`config.mk`:
```
export PLATFORM = sky130hd
export DESIGN_NAME = kvc_ctrl
export DESIGN_NICKNAME = d
export VERILOG_FILES = /design/src/sv/kvc_pkg.sv /design/src/sv/kvc_ctrl.sv
export SDC_FILE = /design/constraint.sdc
export NUM_CORES = 1
export LEC_CHECK = 0
export BUFFER_PORTS_ARGS = -buffer_cell sky130_fd_sc_hd__buf_2
export CORE_AREA = 2 2 39 41
export DETAILED_ROUTE_END_ITERATION = 10
export DIE_AREA = 0 0 41 43
export HOLD_SLACK_MARGIN = 0.05
export PLACE_DENSITY = 0.32
export SETUP_SLACK_MARGIN = 0.02
export SLEW_MARGIN = 10
export SYNTH_ARGS = -nofsm -noshare
export SYNTH_HDL_FRONTEND = slang
export SYNTH_SLANG_ARGS = --single-unit
```
`constraint.sdc`:
```
create_clock -name aclk -period 1 [get_ports aclk]
set_input_delay 0.2 -clock aclk [delete_from_list [all_inputs] [get_ports aclk]]
set_output_delay 0.2 -clock aclk [all_outputs]
set_load 0.02 [all_outputs]
```
`src/sv/kvc_pkg.sv`:
```
package kvc_pkg;

    localparam int ENTRIES    = 64;
    localparam int IDX_W      = $clog2(ENTRIES);
    localparam int CNT_W      = $clog2(ENTRIES + 1);

    localparam int KEY_W      = 32;
    localparam int KLEN_W     = 9;
    localparam int HANDLE_W   = 64;
    localparam int VLEN_W     = 21;
    localparam int STATUS_W   = 2;
    localparam int ENTRY_W    = KEY_W + HANDLE_W + VLEN_W;

    localparam int IN_FIELD_W  = KEY_W + KLEN_W + HANDLE_W + VLEN_W;
    localparam int IN_DATA_W   = ((IN_FIELD_W + 7) / 8) * 8;
    localparam int OUT_FIELD_W = HANDLE_W + VLEN_W;
    localparam int OUT_DATA_W  = ((OUT_FIELD_W + 7) / 8) * 8;
    localparam int OUT_USER_W  = STATUS_W + 1;

    localparam logic [KLEN_W-1:0] KEY_LEN_MAX   = KLEN_W'(256);
    localparam logic [VLEN_W-1:0] MAX_LEN_RESET = VLEN_W'(1048576);

    typedef enum logic [STATUS_W-1:0] {
        STAT_DONE      = 2'd0,
        STAT_BAD_KEY   = 2'd1,
        STAT_TOO_LARGE = 2'd2,
        STAT_DELETED   = 2'd3
    } status_t;

    typedef enum logic [2:0] {
        OP_READ,
        OP_WRITE,
        OP_DELETE,
        OP_BAD_KEY,
        OP_TOO_LARGE
    } op_t;

    typedef enum logic [1:0] {
        S_IDLE,
        S_SCAN,
        S_FINISH
    } state_t;

    typedef struct packed {
        logic load;
        logic scan;
        logic finish;
    } cmd_t;

    typedef struct packed {
        op_t  in_op;
        logic scan_hit;
        logic scan_end;
        logic out_busy;
    } stat_t;

endpackage

```
`src/sv/kvc_ctrl.sv`:
```
module kvc_ctrl (
    input  logic           aclk,
    input  logic           aresetn,
    input  logic           s_tvalid,
    output logic           s_tready,
    input  kvc_pkg::stat_t stat,
    output kvc_pkg::cmd_t  cmd
);

    import kvc_pkg::*;

    state_t state_reg;
    state_t state_next;

    always_ff @(posedge aclk) begin
        if (!aresetn) begin
            state_reg <= S_IDLE;
        end else begin
            state_reg <= state_next;
        end
    end

    always_comb begin
        state_next = state_reg;
        unique case (state_reg)
            S_IDLE: begin
                if (s_tvalid) begin
                    if (stat.in_op inside {OP_READ, OP_DELETE}) begin
                        state_next = S_SCAN;
                    end else begin
                        state_next = S_FINISH;
                    end
                end
            end
            S_SCAN: begin
                if (stat.scan_hit || stat.scan_end) begin
                    state_next = S_FINISH;
                end
            end
            S_FINISH: begin
                if (!stat.out_busy) begin
                    state_next = S_IDLE;
                end
            end
            default: state_next = S_IDLE;
        endcase
    end

    always_comb begin
        s_tready   = 1'b0;
        cmd        = '0;
        unique case (state_reg)
            S_IDLE: begin
                s_tready = 1'b1;
                cmd.load = s_tvalid;
            end
            S_SCAN: begin
                cmd.scan = 1'b1;
            end
            S_FINISH: begin
                cmd.finish = !stat.out_busy;
            end
            default: begin
                s_tready = 1'b0;
            end
        endcase
    end

endmodule

```
==> results.ini, run 1 <==
[run]
cap_violations=0

[routing]
wl_per_cell_um=9.55
via_count=178
drtIter0Drc=0
dr.pass1.iters=1
viasPerCell=3.63
routed_wl_um=468
ant_nets=0
route.detailed.drc=0

[setup_path]
cp_slowest_cell=dfxtp_4
crit_chain=nor3b_4 > buf_6
critPathCaptureType=primary output
worstPathRequired_ps=800
r2r_start=state_reg[0]$_SDFFE_PN0P_
critPathArrivalTime_ps=950
critPathLaunchType=flip-flop
cp.depth=2
crit_type=reg -> out
r2r_cells=5
crit_family=flip-flops
r2r-end=state_reg[1]$_SDFFE_PN0P_
r2r_slack_ps=-80
path_max_fanout=5
slowest_delay_ps=350
critPathBufInv=1

[status]
status=finished with violations
violations=setup timing

[worst_hold_path]
hold_start=aresetn
hold_path.class=in -> reg
min_to=state_reg[0]$_SDFFE_PN0P_
min_path_cells=3

[die]
num_rows=14
die_h_um=43
start_util=0.0859
die_w_um=41
core_um2=1380
io_pins=13
die_area_um2=1760

[global_routing]
grt_overflow=0
grt_pass1_wl_um=717
antenna_found_initial=0
grtUsageTotal=0.0681
grt_start_max_net_pins=6
grt_pass1_vias=192

[final_layout]
area_growth_pct=156
finalNonFillerCells=49
nets=44
num_antenna_cells=0
largest_reg_flops=2
layout-drive-gt1-share=0.758

[clock_network]
htree_num_levels=1
cts_buffer_depth=2
clkLatencyLatePin_ps=230
cts_made_buffers=3
root_buffer=clkbuf_4
cts.hold.buffers_added=0
clk_pin_slew_ps=30
cts_sinks=2
cts_tree=built

[timing]
max_freq_ghz=0.871
worst_slew_pin_slew_ps=185
fin_ws_ps=-148
setup_viol=6
report.final.slew_viol_count=0
hold_viol_final=0
fin_crit_sh=1.15
holdWs_ps=213
slew_headroom=0.877
skew_ps=3.94
rsz0062_at_grt=yes
min_period_ps=1150

[synthesis]
yosysWarnings=0
synthTopCellsByArea=dfxtp_1 (34%), nor2_1 (13%), nor3b_2 (11%)
syn_inst=15
synth.net_count=24
synth_area_um2=119
avgSynthCellArea_um2=7.92
yosysSeqAreaShare=0.337
synth_largest_area_cell=dfxtp_1
synth_seq_cells=2
ys_types=10
synth_top_area_share=0.337

[place]
gp_congestion=0.555
dp_cells=44
dpl_worst_slack_ps=-0.525
port_buffers=11

[power]
power_leakage_nw=0.136
ir_worst_vdd_mv=0.256
powerDensity_nw_per_um2=1260

==> Yosys cell counts <==
library cell  number
a22oi_1            1
a31oi_1            1
dfxtp_1            2
inv_1              1
nand3b_1           1
nor2_1             4
nor2b_2            1
nor3b_1            1
nor3b_2            1
o21ai_1            2
==> cells in the final DEF (no fill, tap or decap) <==
master / synthesis / final
dfxtp_4: 0 / 2
buf_6: 0 / 4
o21ai_2: 0 / 1
inv_1: 1 / 1
buf_2: 0 / 7
nor3b_4: 0 / 1
nor3b_2: 1 / 1
nand3b_1: 1 / 1
a31oi_1: 1 / 1
buf_4: 0 / 4
clkbuf_4: 0 / 3
nor2_1: 4 / 4
a22oi_2: 0 / 1
o21ai_1: 2 / 1
nor2b_4: 0 / 1
==> repair_timing <==
item	CTS	global route
pin swaps	1	1
buffers inserted	0	2
gates cloned	0	0
endpoints found under the hold margin	0	0
setup endpoints to repair	5	6
resized for setup	10	4
==> worst max-delay path by stage <==
| stage | from | end | slack, ps |
|---|---|---|---|
| after detailed placement | state_reg[0]$_SDFFE_PN0P_ | cmd[1] | -0.5 |
| after CTS | state_reg[1]$_SDFFE_PN0P_ | cmd[1] | -160 |
| after floorplan | state_reg[1]$_SDFFE_PN0P_ | cmd[0] | -10 |
| after global placement | state_reg[0]$_SDFFE_PN0P_ | cmd[1] | 20 |
| final | state_reg[0]$_SDFFE_PN0P_ | cmd[2] | -150 |
| after global routing | state_reg[0]$_SDFFE_PN0P_ | cmd[2] | -200 |
==> cells by family after synthesis <==
group,count (synthesis),synth area share
AND/OR/NAND/NOR,8,0.432
buffers and inverters,1,0.0315
AO/OA/AOI/OAI,4,0.200
flip-flops,2,0.337
==> layer usage <==
| metal | GRT usage | part of all wire | vias up |
|---|---|---|---|
| met5 | 0 | 0 | - |
| met4 | 0.100 | 0 | 0 |
| met3 | 0.0314 | 0.10 | 0 |
| met2 | 0.0750 | 0.44 | 12 |
| met1 | 0.0735 | 0.45 | 76 |
| li1 | - | - | 90 |
==> worst reg2reg max path: cells and delay by family, from the launching register on <==
family	cells	cell delay [ps]
buffers and inverters	2	230
AO/OA/AOI/OAI	2	190
flip-flops	1	350
AND/OR/NAND/NOR	1	230
==> power breakdown <==
group          switching (mW)  total (mW)  internal, mW
combinational          0.0475       0.111        0.0630
sequential            0.00810      0.0917        0.0836
clock                  0.0492       0.182         0.133
==> layout make-up <==
class,instances,area [um^2]
Clock buffer,3,22.5
Fill cell,162,1080
Inverter,1,3.75
Sequential cell,2,47.5
Tap cell,16,20.0
Multi-Input combinational cell,12,100
Timing Repair Buffer,15,110
==> metrics by stage <==
step / TNS [ps] / instance area [um^2] / power [mW] / utilization
after CTS: -474 / 274 / 0.384 / 0.198
after detailed placement: -0.525 / 225 / 0.176 / 0.163
final: -517 / 304 / 0.384 / 0.220
after global placement: 0 / 225 / 0.173 / 0.163
after floorplan: -13.9 / 135 / 0.135 / -
after global routing: -837 / 304 / 0.417 / 0.220
Power figures use the tool's default switching activity.
==> run 2, diff against run 1 <==
--- a/config.mk
+++ b/config.mk
@@ -11,7 +11,7 @@
 export DIE_AREA = 0 0 41 43
 export HOLD_SLACK_MARGIN = 0.05
 export PLACE_DENSITY = 0.32
-export SETUP_SLACK_MARGIN = 0.02
+export SETUP_SLACK_MARGIN = 0.05
 export SLEW_MARGIN = 10
 export SYNTH_ARGS = -nofsm -noshare
 export SYNTH_HDL_FRONTEND = slang
==> run 2 against run 1 <==
Effect of this change: the run still ends with setup timing left; largest power group unchanged; sequential share of layout area increased by 0.46 points; die area unchanged; power fell by 4.4%.
==> results.ini, run 2 (synthesized netlist as in run 1, its figures left out) <==
[timing]
hold_viol_final=0  ; unchanged
fin_ws_ps=-162  ; -13.4 ps
report.final.slew_viol_count=0  ; unchanged
skew_ps=0.268  ; -3.67 ps
holdWs_ps=219  ; +5.84 ps
setup_viol=4  ; -2
min_period_ps=1160  ; +13.4 ps
fin_crit_sh=1.16  ; +0.0134
max_freq_ghz=0.861  ; -1.2%
slew_headroom=0.867  ; -0.00913
rsz0062_at_grt=yes
worst_slew_pin_slew_ps=199  ; +13.7 ps

[routing]
drtIter0Drc=1  ; +1
dr.pass1.iters=4  ; +3
via_count=171  ; -3.9%
ant_nets=0  ; unchanged
viasPerCell=3.64  ; +0.16%
route.detailed.drc=0  ; unchanged
wl_per_cell_um=8.64  ; -9.6%
routed_wl_um=406  ; -13%

[setup_path]
path_max_fanout=5  ; unchanged
slowest_delay_ps=360  ; about the same
worstPathRequired_ps=800  ; about the same
crit_type=reg -> out
cp_slowest_cell=dfxtp_4
crit_chain=nor3b_4 > buf_6
critPathBufInv=1  ; unchanged
critPathArrivalTime_ps=960  ; about the same
crit_family=flip-flops
critPathLaunchType=flip-flop
critPathCaptureType=primary output

[power]
sw_frac_of_total=0.259  ; -0.0140
p_sw_mw=0.0950  ; -9.3%
powerDensity_nw_per_um2=1240  ; -1.6%
p_clk_frac=0.473  ; about the same
seq_power_share=0.255  ; +0.016
cell_internal_pwr_mw=0.272  ; -2.6%
power_frac_comb=0.272  ; -0.016
power_leakage_nw=0.125  ; -7.8%
ir_worst_vdd_mv=0.472  ; +85%

[global_routing]
antenna_found_initial=0  ; unchanged
grt_start_max_net_pins=6  ; unchanged
grt_overflow=0  ; unchanged
grtUsageTotal=0.0581  ; -0.0101
grt_pass1_wl_um=621  ; -13%
grt_pass1_vias=158  ; -18%

[place]
gp_congestion=0.528  ; -4.9%
dpl_worst_slack_ps=31.0  ; +31.6 ps
dp_hpwl_um=315
port_buffers=11  ; unchanged
placed_area_um2=213  ; -5.6%

[final_layout]
ff_latch_area_um2=47.5  ; unchanged
fillers=156  ; -3.7%
layout-drive-gt1-share=0.742  ; -0.0156
area_growth_pct=148
multi_input_area_um2=106  ; +6.3%
final_common_cell=buf_2
final_cell_mix=buf_2 (7), nor2_1 (4), buf_6 (4)
nets=42  ; -4.5%
fin_area_um2=295  ; -2.9%
num_antenna_cells=0  ; unchanged
largest_reg_flops=2  ; unchanged

[run]
cap_violations=0  ; unchanged

[status]
violations=setup timing
status=finished with violations

[worst_hold_path]
hold_path.class=in -> reg

[die]
start_util=0.0859  ; unchanged
die_area_um2=1760  ; unchanged
io_pins=13  ; unchanged
core_um2=1380  ; unchanged
die_h_um=43  ; unchanged
die_w_um=41  ; unchanged
num_rows=14  ; unchanged

[clock_network]
clkLatencyLatePin_ps=220  ; about the same
cts_sinks=2  ; unchanged
htree_num_levels=1  ; unchanged
root_buffer=clkbuf_4
clk_pin_slew_ps=30  ; about the same
cts.hold.buffers_added=0  ; unchanged
cts_tree=built
cts_buffer_depth=2  ; unchanged
cts_made_buffers=3  ; unchanged

run 2: cell types whose count changed in the layout (fill, tap and decap cells not counted), sizes merged:
cell | previous run | this run
buf | 15 | 13
run 2: final cells by class:
class                      instances  share of cell area
multi-input combinational         12               0.360
timing repair buffer              13               0.322
clock buffer                       3              0.0763
sequential                         2               0.161
inverter                           1              0.0127
tap                               16              0.0678
run 2: timing repair:
action / 4_1_cts / 5_1_grt
setup endpoints to repair: 4 / 6
cloned: 0 / 0
pin swaps: 3 / 3
buffers inserted: 2 / 0
gates resized for setup: 8 / 5
run 2: worst paths after layout:
path / start / endpoint / slack, ps / cells after the start
max: state_reg[0]$_SDFFE_PN0P_ / cmd[2] / -160 / 2
min: aresetn / state_reg[1]$_SDFFE_PN0P_ / 220 / 3
max reg2reg: state_reg[0]$_SDFFE_PN0P_ / state_reg[1]$_SDFFE_PN0P_ / 40 / 4
min reg2reg: state_reg[1]$_SDFFE_PN0P_ / state_reg[1]$_SDFFE_PN0P_ / 570 / 2
run 2: routing by layer:
layer  up-vias  global-route usage  share of wire
li1         87                   -              -
met5         -                   0              0
met4         0              0.0400          0.012
met2        12              0.0531           0.33
met1        70              0.0732           0.47
met3         2              0.0628           0.18
run 2: power groups by stage:
| stage | logic [mW] | clock network, mW | registers (mW) |
|---|---|---|---|
| floorplan | 0.0401 | 0 | 0.0958 |
| finish | 0.0999 | 0.174 | 0.0936 |
| detailed placement | 0.0705 | 0 | 0.0967 |
| global placement | 0.0681 | 0 | 0.0964 |
| CTS | 0.0884 | 0.185 | 0.0930 |
| global route | 0.107 | 0.195 | 0.0947 |
run 2: through the flow:
step           total power [mW]   util  TNS, ps  cells
2_1_floorplan             0.136      -        0     15
3_3_place_gp              0.165  0.154        0     42
3_5_place_dp              0.167  0.154        0     42
4_1_cts                   0.367  0.197     -390     47
5_1_grt                   0.396  0.213     -554     47
6_report                  0.367  0.213     -375     47
run 2: worst register-to-register path: stages (launching register included):
cell	delay [ps]
dfxtp_4	360
nor3b_4	240
buf_6	140
o21ai_2	40
a31oi_1	110
==> run 3, diff against run 2 <==
==> constraint.sdc (replaced) <==
create_clock -name aclk -period 1 [get_ports aclk]
set_input_delay 0.1 -clock aclk [delete_from_list [all_inputs] [get_ports aclk]]
set_output_delay 0.1 -clock aclk [all_outputs]
set_load 0.02 [all_outputs]
==> run 3 against run 2 <==
Effect of this change: the flow still finishes with violations (setup timing); clock power increased by 5%; maximum frequency increased by 12%; power increased by 1.6%; sequential share of layout area increased by 0.21 points; worst hold slack got worse by 110 ps; combinational power decreased by 2.8%; register-to-register slack about the same; setup slack improved by 130 ps; die area unchanged; global-route usage increased by 0.70 points; critical path type unchanged; largest cell class unchanged; highest routed layer unchanged.
==> results.ini, run 3 (synthesized netlist as in run 1, its figures left out) <==
[global_routing]
grtUsageTotal=0.0651  ; +0.00701
grt-busiest-layer=met1
grt_pass1_vias=175  ; +11%
antenna_found_initial=0  ; unchanged
use_met3=0.0628  ; unchanged
grtUsageMet1=0.0796  ; +0.00637
grt_pass1_wl_um=669  ; +7.7%
grt_overflow=0  ; unchanged
use_met2=0.0594  ; +0.00625
grt_start_max_net_pins=6  ; unchanged

[routing]
viasPerCell=3.57  ; -1.8%
wl_per_cell_um=8.96  ; +3.7%
routed_wl_um=421  ; +3.7%
via_count=168  ; -1.8%
ant_nets=0  ; unchanged
drtIter0Drc=1  ; unchanged
route.detailed.drc=0  ; unchanged
dr.pass1.iters=2  ; -2

[setup_path]
critPathCaptureType=primary output
path_max_fanout=5  ; unchanged
slowest_delay_ps=360  ; about the same
crit_family=flip-flops
critPathArrivalTime_ps=940  ; -20 ps
critPathLaunch=state_reg[0]$_SDFFE_PN0P_
cp_slowest_cell=dfxtp_4
worstPathRequired_ps=900  ; +100 ps
critPathLaunchType=flip-flop
critPathBufInv=1  ; unchanged
crit_type=reg -> out
r2r_start=state_reg[0]$_SDFFE_PN0P_
crit_chain=nor3b_4 > buf_6

[final_layout]
nets=42  ; unchanged
area_growth_pct=145
final_common_cell=buf_2
final_cell_mix=buf_2 (7), nor2_1 (4), clkbuf_4 (3), buf_6 (3), buf_4 (3)
layout.core_utilization=0.211  ; -0.00271
largest_reg_flops=2  ; unchanged
num_antenna_cells=0  ; unchanged
layout-drive-gt1-share=0.742  ; unchanged

[worst_hold_path]
hold_path.class=in -> reg
hold_start=aresetn

[power]
ir_worst_vdd_mv=0.326  ; -31%
power_leakage_nw=0.124  ; -0.89%
powerDensity_nw_per_um2=1280  ; +2.9%

[timing]
hold_viol_final=0  ; unchanged
setup_viol=2  ; -2
skew_ps=1.76  ; +1.49 ps
rsz0062_at_grt=yes
fin_ws_ps=-36.6  ; +125 ps
worst_slew_pin_slew_ps=169  ; -29.7 ps
max_freq_ghz=0.965  ; +12%
min_period_ps=1040  ; -125 ps
fin_crit_sh=1.04  ; -0.125
slew_headroom=0.887  ; +0.0198
holdWs_ps=112  ; -106 ps
tns_ps=-71.5  ; +304 ps
report.final.slew_viol_count=0  ; unchanged

[clock_network]
htree_num_levels=1  ; unchanged
cts_made_buffers=3  ; unchanged
root_buffer=clkbuf_4
clk_pin_slew_ps=30  ; about the same
cts_tree=built
cts_buffer_depth=2  ; unchanged
clkLatencyLatePin_ps=230  ; about the same
cts_sinks=2  ; unchanged

[status]
status=finished with violations
violations=setup timing

[die]
die_h_um=43  ; unchanged
start_util=0.0859  ; unchanged
die_w_um=41  ; unchanged
core_um2=1380  ; unchanged
io_pins=13  ; unchanged
num_rows=14  ; unchanged
die_area_um2=1760  ; unchanged

[place]
dpl_worst_slack_ps=126  ; +95.2 ps
port_buffers=11  ; unchanged
dp_hpwl_um=314  ; -0.29%
gp_congestion=0.528  ; about the same

[run]
cap_violations=0  ; unchanged

[run 3: repair_timing]
action | 4_1_cts | 5_1_grt
gates resized for setup | 9 | 3
endpoints found under the setup margin | 4 | 6
pin swaps | 3 | 2
hold buffers | 0 | 0
setup buffers | 2 | 0
[run 3: metrics by stage]
step                      power, mW  instances  cell area [um^2]
after floorplan               0.136         15               138
after detailed placement      0.167         42               213
after global placement        0.165         42               213
final                         0.373         47               292
after global routing          0.404         47               292
after CTS                     0.381         47               278
[run 3: path summary, 6_finish.rpt]
check                                                 end  slack [ps]  cells past startpoint
worst min register to register  state_reg[1]$_SDFFE_PN0P_         570                      2
worst max-delay path                               cmd[2]         -40                      2
worst min-delay path            state_reg[1]$_SDFFE_PN0P_         110                      3
worst max register to register  state_reg[1]$_SDFFE_PN0P_          40                      4
[run 3: metal layers]
layer | wire length (um) | up-vias
li1 | - | 87
met3 | 64 | 2
met5 | 0 | -
met4 | 5 | 0
met1 | 199 | 67
met2 | 152 | 12
[run 3: area by class of cell]
type / instances / area [um^2]
multi-input cells: 12 / 106
repair buffers: 13 / 91.3
inverters: 1 / 3.75
clock buffers: 3 / 22.5
well taps: 16 / 20.0
flip-flops and latches: 2 / 47.5
fillers: 161 / 1090
[run 3: worst register-to-register path, stage by stage (launching register included)]
cell	delay (ps)
dfxtp_4	360
nor3b_4	210
buf_4	150
o21ai_2	50
a31oi_1	110
[run 3: power by group]
group          leakage [nW]  total (mW)  internal, mW  switching, mW
clock network        0.0138       0.182         0.133         0.0496
registers            0.0178      0.0936        0.0836        0.00995
logic                0.0925      0.0971        0.0541         0.0429
total                 0.124       0.373         0.271          0.102
